<file path="src/sv/lbc_pkg.sv">
// Shared types and codes for the LRU block cache.
`timescale 1ns / 1ps
`default_nettype none
package lbc_pkg;
  localparam logic [1:0] OP_LOOKUP = 2'd0;
  localparam logic [1:0] OP_INSERT = 2'd1;
  localparam logic [1:0] OP_UPDATE = 2'd2;

  localparam logic CFG_ENABLED = 1'b0;
  localparam logic CFG_ENTRIES = 1'b1;

  localparam logic [6:0] ENTRIES_RESET = 7'd64;

  // Item kinds as sorted by the front end.
  localparam logic [2:0] K_LOOKUP = 3'd0;
  localparam logic [2:0] K_BAD    = 3'd1;
  localparam logic [2:0] K_INS0   = 3'd2;
  localparam logic [2:0] K_UPD0   = 3'd3;
  localparam logic [2:0] K_WORD   = 3'd4;

  typedef struct packed {
    logic [2:0]  kind;
    logic [3:0]  disk;
    logic [7:0]  blk;
    logic [4:0]  word_index;
    logic [63:0] data_word;
  } item_t;

  typedef struct packed {
    logic  valid;
    item_t item;
  } head_t;
endpackage
`default_nettype wire

</file>
<file path="src/sv/lbc_front.sv">
// Front end: accepts items, sorts them by kind and queues them for the engine.
`timescale 1ns / 1ps
`default_nettype none
module lbc_front (
  input  logic          clk,
  input  logic          rst,
  input  logic          req_valid,
  output logic          req_stall,
  input  logic [1:0]    op,
  input  logic [3:0]    disk,
  input  logic [7:0]    blk,
  input  logic [4:0]    word_index,
  input  logic [63:0]   data_word,
  input  logic          pop,
  output lbc_pkg::head_t head
);
  import lbc_pkg::*;

  item_t      q [2];
  logic       wr_ptr;
  logic       rd_ptr;
  logic [1:0] count;
  item_t      item_in;
  logic       push;

  always_comb begin
    item_in.disk       = disk;
    item_in.blk        = blk;
    item_in.word_index = word_index;
    item_in.data_word  = data_word;
    unique case (op)
      OP_LOOKUP: item_in.kind = K_LOOKUP;
      OP_INSERT: item_in.kind = (word_index == 5'd0) ? K_INS0 : K_WORD;
      OP_UPDATE: item_in.kind = (word_index == 5'd0) ? K_UPD0 : K_WORD;
      default:   item_in.kind = K_BAD;
    endcase
  end

  assign req_stall  = (count == 2'd2);
  assign push       = req_valid && !req_stall;
  assign head.valid = (count != 2'd0);
  assign head.item  = q[rd_ptr];

  always_ff @(posedge clk) begin
    if (push) begin
      q[wr_ptr] <= item_in;
    end
    if (rst) begin
      wr_ptr <= 1'b0;
      rd_ptr <= 1'b0;
      count  <= 2'd0;
    end else begin
      if (push) begin
        wr_ptr <= !wr_ptr;
      end
      if (pop) begin
        rd_ptr <= !rd_ptr;
      end
      count <= count + 2'(push) - 2'(pop);
    end
  end
endmodule
`default_nettype wire

</file>
<file path="config.mk">
export PLATFORM = sky130hd
export DESIGN_NAME = lbc_front
export DESIGN_NICKNAME = d
export VERILOG_FILES = /design/src/sv/lbc_pkg.sv /design/src/sv/lbc_front.sv
export SDC_FILE = /design/constraint.sdc
export NUM_CORES = 1
export LEC_CHECK = 0
export BUFFER_PORTS_ARGS = -buffer_cell sky130_fd_sc_hd__buf_2
export CORE_MARGIN = 2
export CORE_UTILIZATION = 52
export DETAILED_ROUTE_END_ITERATION = 8
export GPL_TIMING_DRIVEN = 0
export PLACE_DENSITY = 0.77
export SLEW_MARGIN = 10
export SYNTH_ARGS = -nofsm -noshare
export SYNTH_HDL_FRONTEND = slang
export SYNTH_SLANG_ARGS = --single-unit
</file>
<file path="constraint.sdc">
create_clock -name clk -period 3.25 [get_ports clk]
set_input_delay 0.4875 -clock clk [delete_from_list [all_inputs] [get_ports clk]]
set_output_delay 0.4875 -clock clk [all_outputs]
set_load 0.05 [all_outputs]
</file>
-- Word-level counts from Yosys, hierarchy flattened
Memory sizes are Yosys's and may differ from the RTL's. A register that Yosys moved wholly into a read port is not among the register bits.
Index checks and enable logic that the tools add are counted.
- add/subtract/negate cells: 2
- eq/ne operators: 3
- mux-type cells: 7
- reduce and logical (&&, ||, !) cells: 7
- operator list (kind ; count):
    case mux 3 bit (3 select lines) ; 1
    2-to-1 mux 3 bit ; 2
    logical NOT 5 bit ; 1
    equality test 2 bit, second input constant ; 2
    2-to-1 mux 1 bit ; 4
    logical NOT 1 bit ; 3
    adder 2 x 1 -> 2 bit ; 1
    equality test 2 x 1 -> 1 bit, second input constant ; 1
    logical NOT 2 bit ; 1
    nonzero test 2 bit ; 1
    subtractor 2 x 1 -> 2 bit ; 1
    logical AND 1 bit ; 1
- register bits after elaboration: 4
- memory bits (writable): 168
- input bits: 87
- output and inout port bits: 86
- word-level logic and storage cells: 23
- memories: 1
- memories (name ; depth ; bits a word ; rd ports ; clocked after memory_dff ; wr ports ; line ; RTL):
    q ; 2 ; 84 ; 1 ; 1 ; 1 ; lbc_front.sv:19 ; item_t q [2];

-- Logic depth before layout (Yosys ltp)
Gate-level depths: netlist of the first run.
- depth after elaboration: 5
- gate-level depth with buffers: 8

-- Worst setup path after synthesis of the first run
Ideal clock, no wire load.
- path type: reg-to-reg
- start point: reg count[0]
- end point: mem q[0][0] in the netlist's numbering, enable pin
- library setup time: 0.438 ns
- data arrival time: 2.558 ns
- data required time: 2.812 ns
- slack: 0.254 ns
- stages on the path, launching flop included: 5
- buffers on the path: 0
- clock period less this slack: 2.996 ns
- path through: dfxtp_1 nand2b_2 inv_2 or3_1 inv_1
- word-level cells in the longest chain between the ends: 5
- RTL lines (item ; line ; RTL):
    start: declaration ; lbc_front.sv:22 ; logic [1:0] count;
    start signal: assignment ; lbc_front.sv:59 ; count <= count + 2'(push) - 2'(pop);
    equality test 2 bit ; lbc_front.sv:39 ; assign req_stall = (count == 2'd2);
    named net req_stall ; lbc_front.sv:8 ; output logic req_stall,
    logical NOT 1 bit ; lbc_front.sv:40 ; assign push = req_valid && !req_stall;
    logical AND 1 bit ; lbc_front.sv:40 ;
    2-to-1 mux 1 bit ; lbc_front.sv:45 ; if (push) begin
    2-to-1 mux 1 bit (not written as such) ; lbc_front.sv:46 ; q[wr_ptr] <= item_in;
    end: declaration ; lbc_front.sv:19 ;
The timed path passes the listed nets, and every way through them passes these cells.

==> run_results.csv, run 1 <==
group,metric,value,unit
outcome,status,"completed",
clocking,cts_buffers,17,
synth,yosysMostFrequentCell,"edfxtp_1",
flow_run,cap_violations,0,
floorplanning,die_h,116,um
synth,ys_async_sr_fraction,0,%
worst_setup_path,end_kind,"primary output",
placed_design,pre_cts_slack,1.07,ns
synth,synth_top_area_share,76.7,%
global_route,grt_max_degree,51,
route,post-route-drc-count,0,
clocking,cts_setup_buffers,0,
route,drtIter0Drc,170,
clocking,holdBufCountCts,0,
timing,setup_viol,0,
timing,hold_viol_final,0,
final_layout,postLayoutCellArea,8280,um2
floorplanning,initial_core_util,52.8,%
worst_setup_path,path_max_fanout,10,
pwr,p_leak,0.00325,uW
route,routed_wl,11200,um
timing,setup_slack,1.06,ns
clocking,clkTransAtPathRegs,0.06,ns
synth,avgSynthCellArea,22.5,um2
timing,tightestPinTransition,0.548,ns
clocking,cts_tree,"yes",
synth,netlist_top_cells_area,"edfxtp_1 77%, mux2_4 14%, mux2_2 4.1%",
synth,yosysSeqAreaShare,78.2,%
timing,period_share,67.4,%
pwr,fin_total_pwr,5950,uW
clocking,cts_sinks,173,
clocking,h-tree-depth,4,
timing,fmax,0.457,GHz
synth,ys.flop_type,"edfxtp_1",
global_route,grt_pass1_vias,3427,
route,vias,3261,
synth,yosys.area.top_type,"edfxtp_1",
worst_setup_path,crit_arrival,1.70,ns
global_route,grt_pass1_wl,16700,um
global_route,antenna_found_initial,1,
worst_setup_path,critPathKind,"register to primary output",
global_route,gr-total-overflow,0,
global_route,grt.total_usage,17.1,%
synth,synth_edf_count,168,
final_layout,synthToLayoutAreaGrowth,25.9,%
synth,yosysUniqueCellTypes,26,
min_path,hold_path.class,"input pin to register",
floorplanning,core,12500,um2
final_layout,final_nets,575,
timing,finalCriticalPeriod,2.19,ns
clocking,ctsResizeCount,0,
floorplanning,io_pins,173,
placed_design,port-buffer-count,172,
placed_design,place_area,7720,um2
pwr,vdd_drop_max,0.000411,V
route,drtAntennaViolNets,0,
worst_setup_path,worstSetupStartpointType,"register",
timing,skew,0.00651,ns
route,routed_via_density,4.85,
clocking,root_buffer,"clkbuf_16",
route,first_pass_iters,4,
clocking,clkLatencyLatePin,0.42,ns
worst_setup_path,cp.required,2.76,ns
placed_design,gp_routability_congestion,0.711,
timing,maxSlewViolCount,0,
synth,synth_cells,293,
synth,synth_seq_cells,173,
timing,rsz0062_at_grt,"no",
placed_design,place_hpwl,7540,um
floorplanning,die-area,13600,um2
timing,fin_tns_setup,0,ns
synth,synth_area,6580,um2
route,wl_per_cell,16.6,um
synth,synth_commonest_cells,"168 x edfxtp_1, 60 x mux2_4, 24 x mux2_2",
floorplanning,die_w,116,um
timing,maxSlewHeadroom,63.5,%
floorplanning,rows,41,
final_layout,drive_gt1_share,60.3,%
pwr,p_per_area,718,nW/um2
synth,synth_nets,382,
timing,hold_ws,0.251,ns
synth,yosysWarnings,0,
clocking,clock_path_buffers,2,
## routing by layer
layer	vias up	GRT usage, %	part of all wire [%]
li1	1545	-	-
met1	1591	18.3	38
met2	116	29.2	52
met3	9	8.20	8.6
met4	0	6.75	0.89
met5	-	0	0
## power breakdown
| group | switching [uW] | leakage [uW] | internal (uW) |
|---|---|---|---|
| logic | 889 | 0.00138 | 404 |
| clock network | 779 | 0.000257 | 1130 |
| registers | 52.8 | 0.00161 | 2700 |
| total | 1720 | 0.00325 | 4230 |
## layout by cell type (no fill, tap or decap), types with 2 or more instances in the layout
cell type,instances
buf_6,7
inv_1,2
nor2_1,4
clkinvlp_4,5
mux2_4,60
clkinv_2,2
clkbuf_16,17
xnor2_1,2
buf_16,2
mux2_2,24
dfxtp_1,5
buf_2,174
ha_1,2
edfxtp_1,168
clkbuf_1,4
bufinv_16,2
## per-stage QoR
step / util, % / instances
finish: 66.4 / 672
global route: 66.4 / 671
CTS: 66.4 / 671
detailed placement: 61.9 / 639
global placement: 61.4 / 637
floorplan: - / 293
## state kept, by name, indices dropped and copies added (netlist names), named ones only
name    count
count       2
rd_ptr      1
wr_ptr      1
q         168
## cells by family (layout without fill, tap and decap cells)
kind of cell | Yosys count | count (layout) | share of synthesized area (%)
other | 0 | 1 | 0
adders and majority gates | 2 | 2 | 0.380
DFF | 173 | 173 | 78.2
muxes | 84 | 84 | 17.8
xor gates and xnor gates | 3 | 3 | 0.399
buffers and inverters | 13 | 219 | 1.58
and+or+nand+nor | 15 | 15 | 1.39
AOI/OAI and AO/OA | 3 | 3 | 0.266
## critical path: stages (launching register included)
cell and delay [ns]:
dfxtp_1 0.35, buf_6 0.19, buf_6 0.20, mux2_4 0.32, buf_2 0.22
## final timing paths
path	startpoint	to	slack, ns	depth (start not counted)
setup / recovery	register	head[63]	1.06	4
setup reg to reg	count[0]	q[0][83]	1.23	5
hold / removal	data_word[7]	q[1][7]	0.25	1
hold reg to reg	wr_ptr	wr_ptr	0.50	2
## cell type report
type	count	area (um2)
antenna	1	2.50
buffer	9	88.8
clock buffer	21	440
clock inverter	11	120
fill	846	4180
inverter	4	17.5
multi-input combinational	107	1340
sequential	173	5140
tap	172	215
timing repair buffer	174	916
No activity file was read; power rests on OpenSTA's default activity.
==> inputs of run 2 (changes only) <==
CORE_UTILIZATION = 47   (was 52)
PLACE_DENSITY = 0.73   (was 0.77)
clock period = 1.9 ns   (was 3.25 ns; I/O delays follow)
==> run_results.csv, run 2 (synthesis results as in run 1) <==
group,metric,value,unit
timing,fmax,0.534,GHz
route,post-route-drc-count,0,
placed_design,place_hpwl,7470,um
route,vias,3335,
min_path,hold_path.class,"input pin to register",
worst_setup_path,critPathKind,"register to primary output",
clocking,clkTransAtPathRegs,0.07,ns
global_route,grt_max_degree,46,
global_route,antenna_found_initial,1,
pwr,fin_total_pwr,10400,uW
worst_setup_path,timing.rr.start,"count[0]",
timing,period_share,98.5,%
pwr,vdd_drop_max,0.000741,V
worst_setup_path,r2r_setup_slack,0.10,ns
worst_setup_path,worstSetupStartpointType,"register",
flow_run,cap_violations,0,
final_layout,regMostFlops,"q",
worst_setup_path,critical_path.top_delay_family,"buffers and inverters",
pwr,p_leak,0.00343,uW
worst_setup_path,cp_num_buf_inv,3,
final_layout,diodes,0,
global_route,grt_pass1_vias,3389,
timing,setup_slack,0.0277,ns
pwr,p_per_area,1190,nW/um2
final_layout,reg.largest.list,"q x168, count x2",
clocking,cts_tree,"yes",
worst_setup_path,crit_arrival,1.59,ns
final_layout,drive_gt1_share,61.8,%
route,routed_via_density,4.88,
worst_setup_path,cpMostUsedCell,"buf_12",
global_route,gr-total-overflow,0,
worst_setup_path,r2r-end,"q[0][42]",
floorplanning,rows,43,
placed_design,port-buffer-count,172,
final_layout,final_cell_mix,"168 x edfxtp_1, 112 x buf_2, 60 x mux2_4, 60 x buf_6, 24 x mux2_2",
timing,maxSlewViolCount,0,
floorplanning,io_pins,173,
floorplanning,die-area,15000,um2
worst_setup_path,reg2regPathDepth,5,
worst_setup_path,cp.required,1.62,ns
timing,tightestPinTransition,0.588,ns
timing,setup_viol,0,
floorplanning,initial_core_util,47.8,%
global_route,grt_pass1_wl,17000,um
final_layout,synthToLayoutAreaGrowth,33.9,%
final_layout,largest_reg_flops,168,
worst_setup_path,end_kind,"primary output",
final_layout,final_nets,579,
route,drtIter0Drc,191,
clocking,clkLatencyLatePin,0.42,ns
timing,skew,0.00566,ns
clocking,cts_sinks,173,
placed_design,pre_cts_slack,-0.0273,ns
min_path,min_path_cells,1,
clocking,cts_buffers,17,
placed_design,gp_routability_congestion,0.653,
outcome,status,"completed",
global_route,grt.total_usage,15.4,%
min_path,hp-start,"data_word[5]",
worst_setup_path,critPathMaxStageDelay,0.39,ns
timing,maxSlewHeadroom,60.8,%
clocking,h-tree-depth,4,
worst_setup_path,crit_slowest_cell,"dfxtp_4",
route,wl_per_cell,16.7,um
final_layout,final_common_cell,"edfxtp_1",
floorplanning,die_w,122,um
floorplanning,core,13800,um2
min_path,whs_endpoint,"q[1][5]",
route,first_pass_iters,4,
route,routed_wl,11400,um
route,drtAntennaViolNets,0,
worst_setup_path,cp_cell_sequence,"buf_12, buf_12, mux2_4, buf_6",
timing,finalCriticalPeriod,1.87,ns
timing,rsz0062_at_grt,"yes",
worst_setup_path,path_max_fanout,10,
floorplanning,die_h,122,um
clocking,clock_path_buffers,2,
clocking,root_buffer,"clkbuf_16",
timing,hold_viol_final,0,
-- run 2: cell count changes in the layout (fill, tap and decap cells not counted), moves of 2 or more --
cell / change
buf_2: -62
buf_6: +53
buf_12: +9
clkbuf_1: -4
buf_4: +2
clkbuf_16: +2
clkinv_2: +2
clkinv_4: +2
dfxtp_1: -2
inv_6: +2
-- run 2: final cells by class --
cell class / count / area, um2
buffer: 9 / 155
clock buffer: 17 / 425
clock inverter: 15 / 124
fill: 972 / 4960
inverter: 4 / 26.3
multi-input combinational: 107 / 1350
sequential: 173 / 5150
tap: 180 / 225
timing repair buffer: 177 / 1350
timing repair inverter: 1 / 5.00
-- run 2: worst max path at each step --
stage / from / endpoint / slack, ns / cells past startpoint
6_report: register / head[35] / 0.03 / 4
4_1_cts: register / head[64] / -0.04 / 4
5_1_grt: register / head[13] / -0.03 / 3
3_3_place_gp: count[0] / q[0][39] / -1.05 / 4
3_5_place_dp: count[0] / q[0][33] / -0.03 / 5
2_1_floorplan: count[0] / q[0][0] / -0.40 / 4
-- run 2: report_power, final --
part,switching (uW),internal (uW),leakage (uW),total (uW)
clock network,1380,1790,0.000264,3170
logic,1580,982,0.00156,2570
registers,94.2,4610,0.00161,4710
-- run 2: layer usage --
layer / routed length (um) / share of wire, % / GRT usage, %
met4: 195 / 1.7 / 6.90
met5: 13 / 0.11 / 0
met2: 5730 / 50 / 25.4
met1: 4590 / 40 / 17.8
met3: 858 / 7.5 / 5.99
-- run 2: metrics by stage --
step / setup TNS, ns / area (um2) / utilization [%] / std cells / hold WS (ns)
6_report: 0 / 8810 / 64.0 / 683 / 0.0489
5_1_grt: -1.45 / 8810 / 64.0 / 683 / 0.0308
4_1_cts: -1.54 / 8590 / 62.3 / 681 / 0.0277
3_5_place_dp: -0.831 / 7760 / 56.3 / 648 / 0.476
3_3_place_gp: -142.45 / 7690 / 55.8 / 645 / 0.472
2_1_floorplan: -43.64 / 6600 / - / 293 / 0.354
-- run 2: what timing repair did --
item | 4_1_cts | 5_1_grt
gates cloned | 1 | 2
buffers inserted | 0 | 0
resized for setup | 92 | 47
hold endpoints to repair | 0 | 0
hold buffers | 0 | 0
endpoints found under the setup margin | 116 | 70
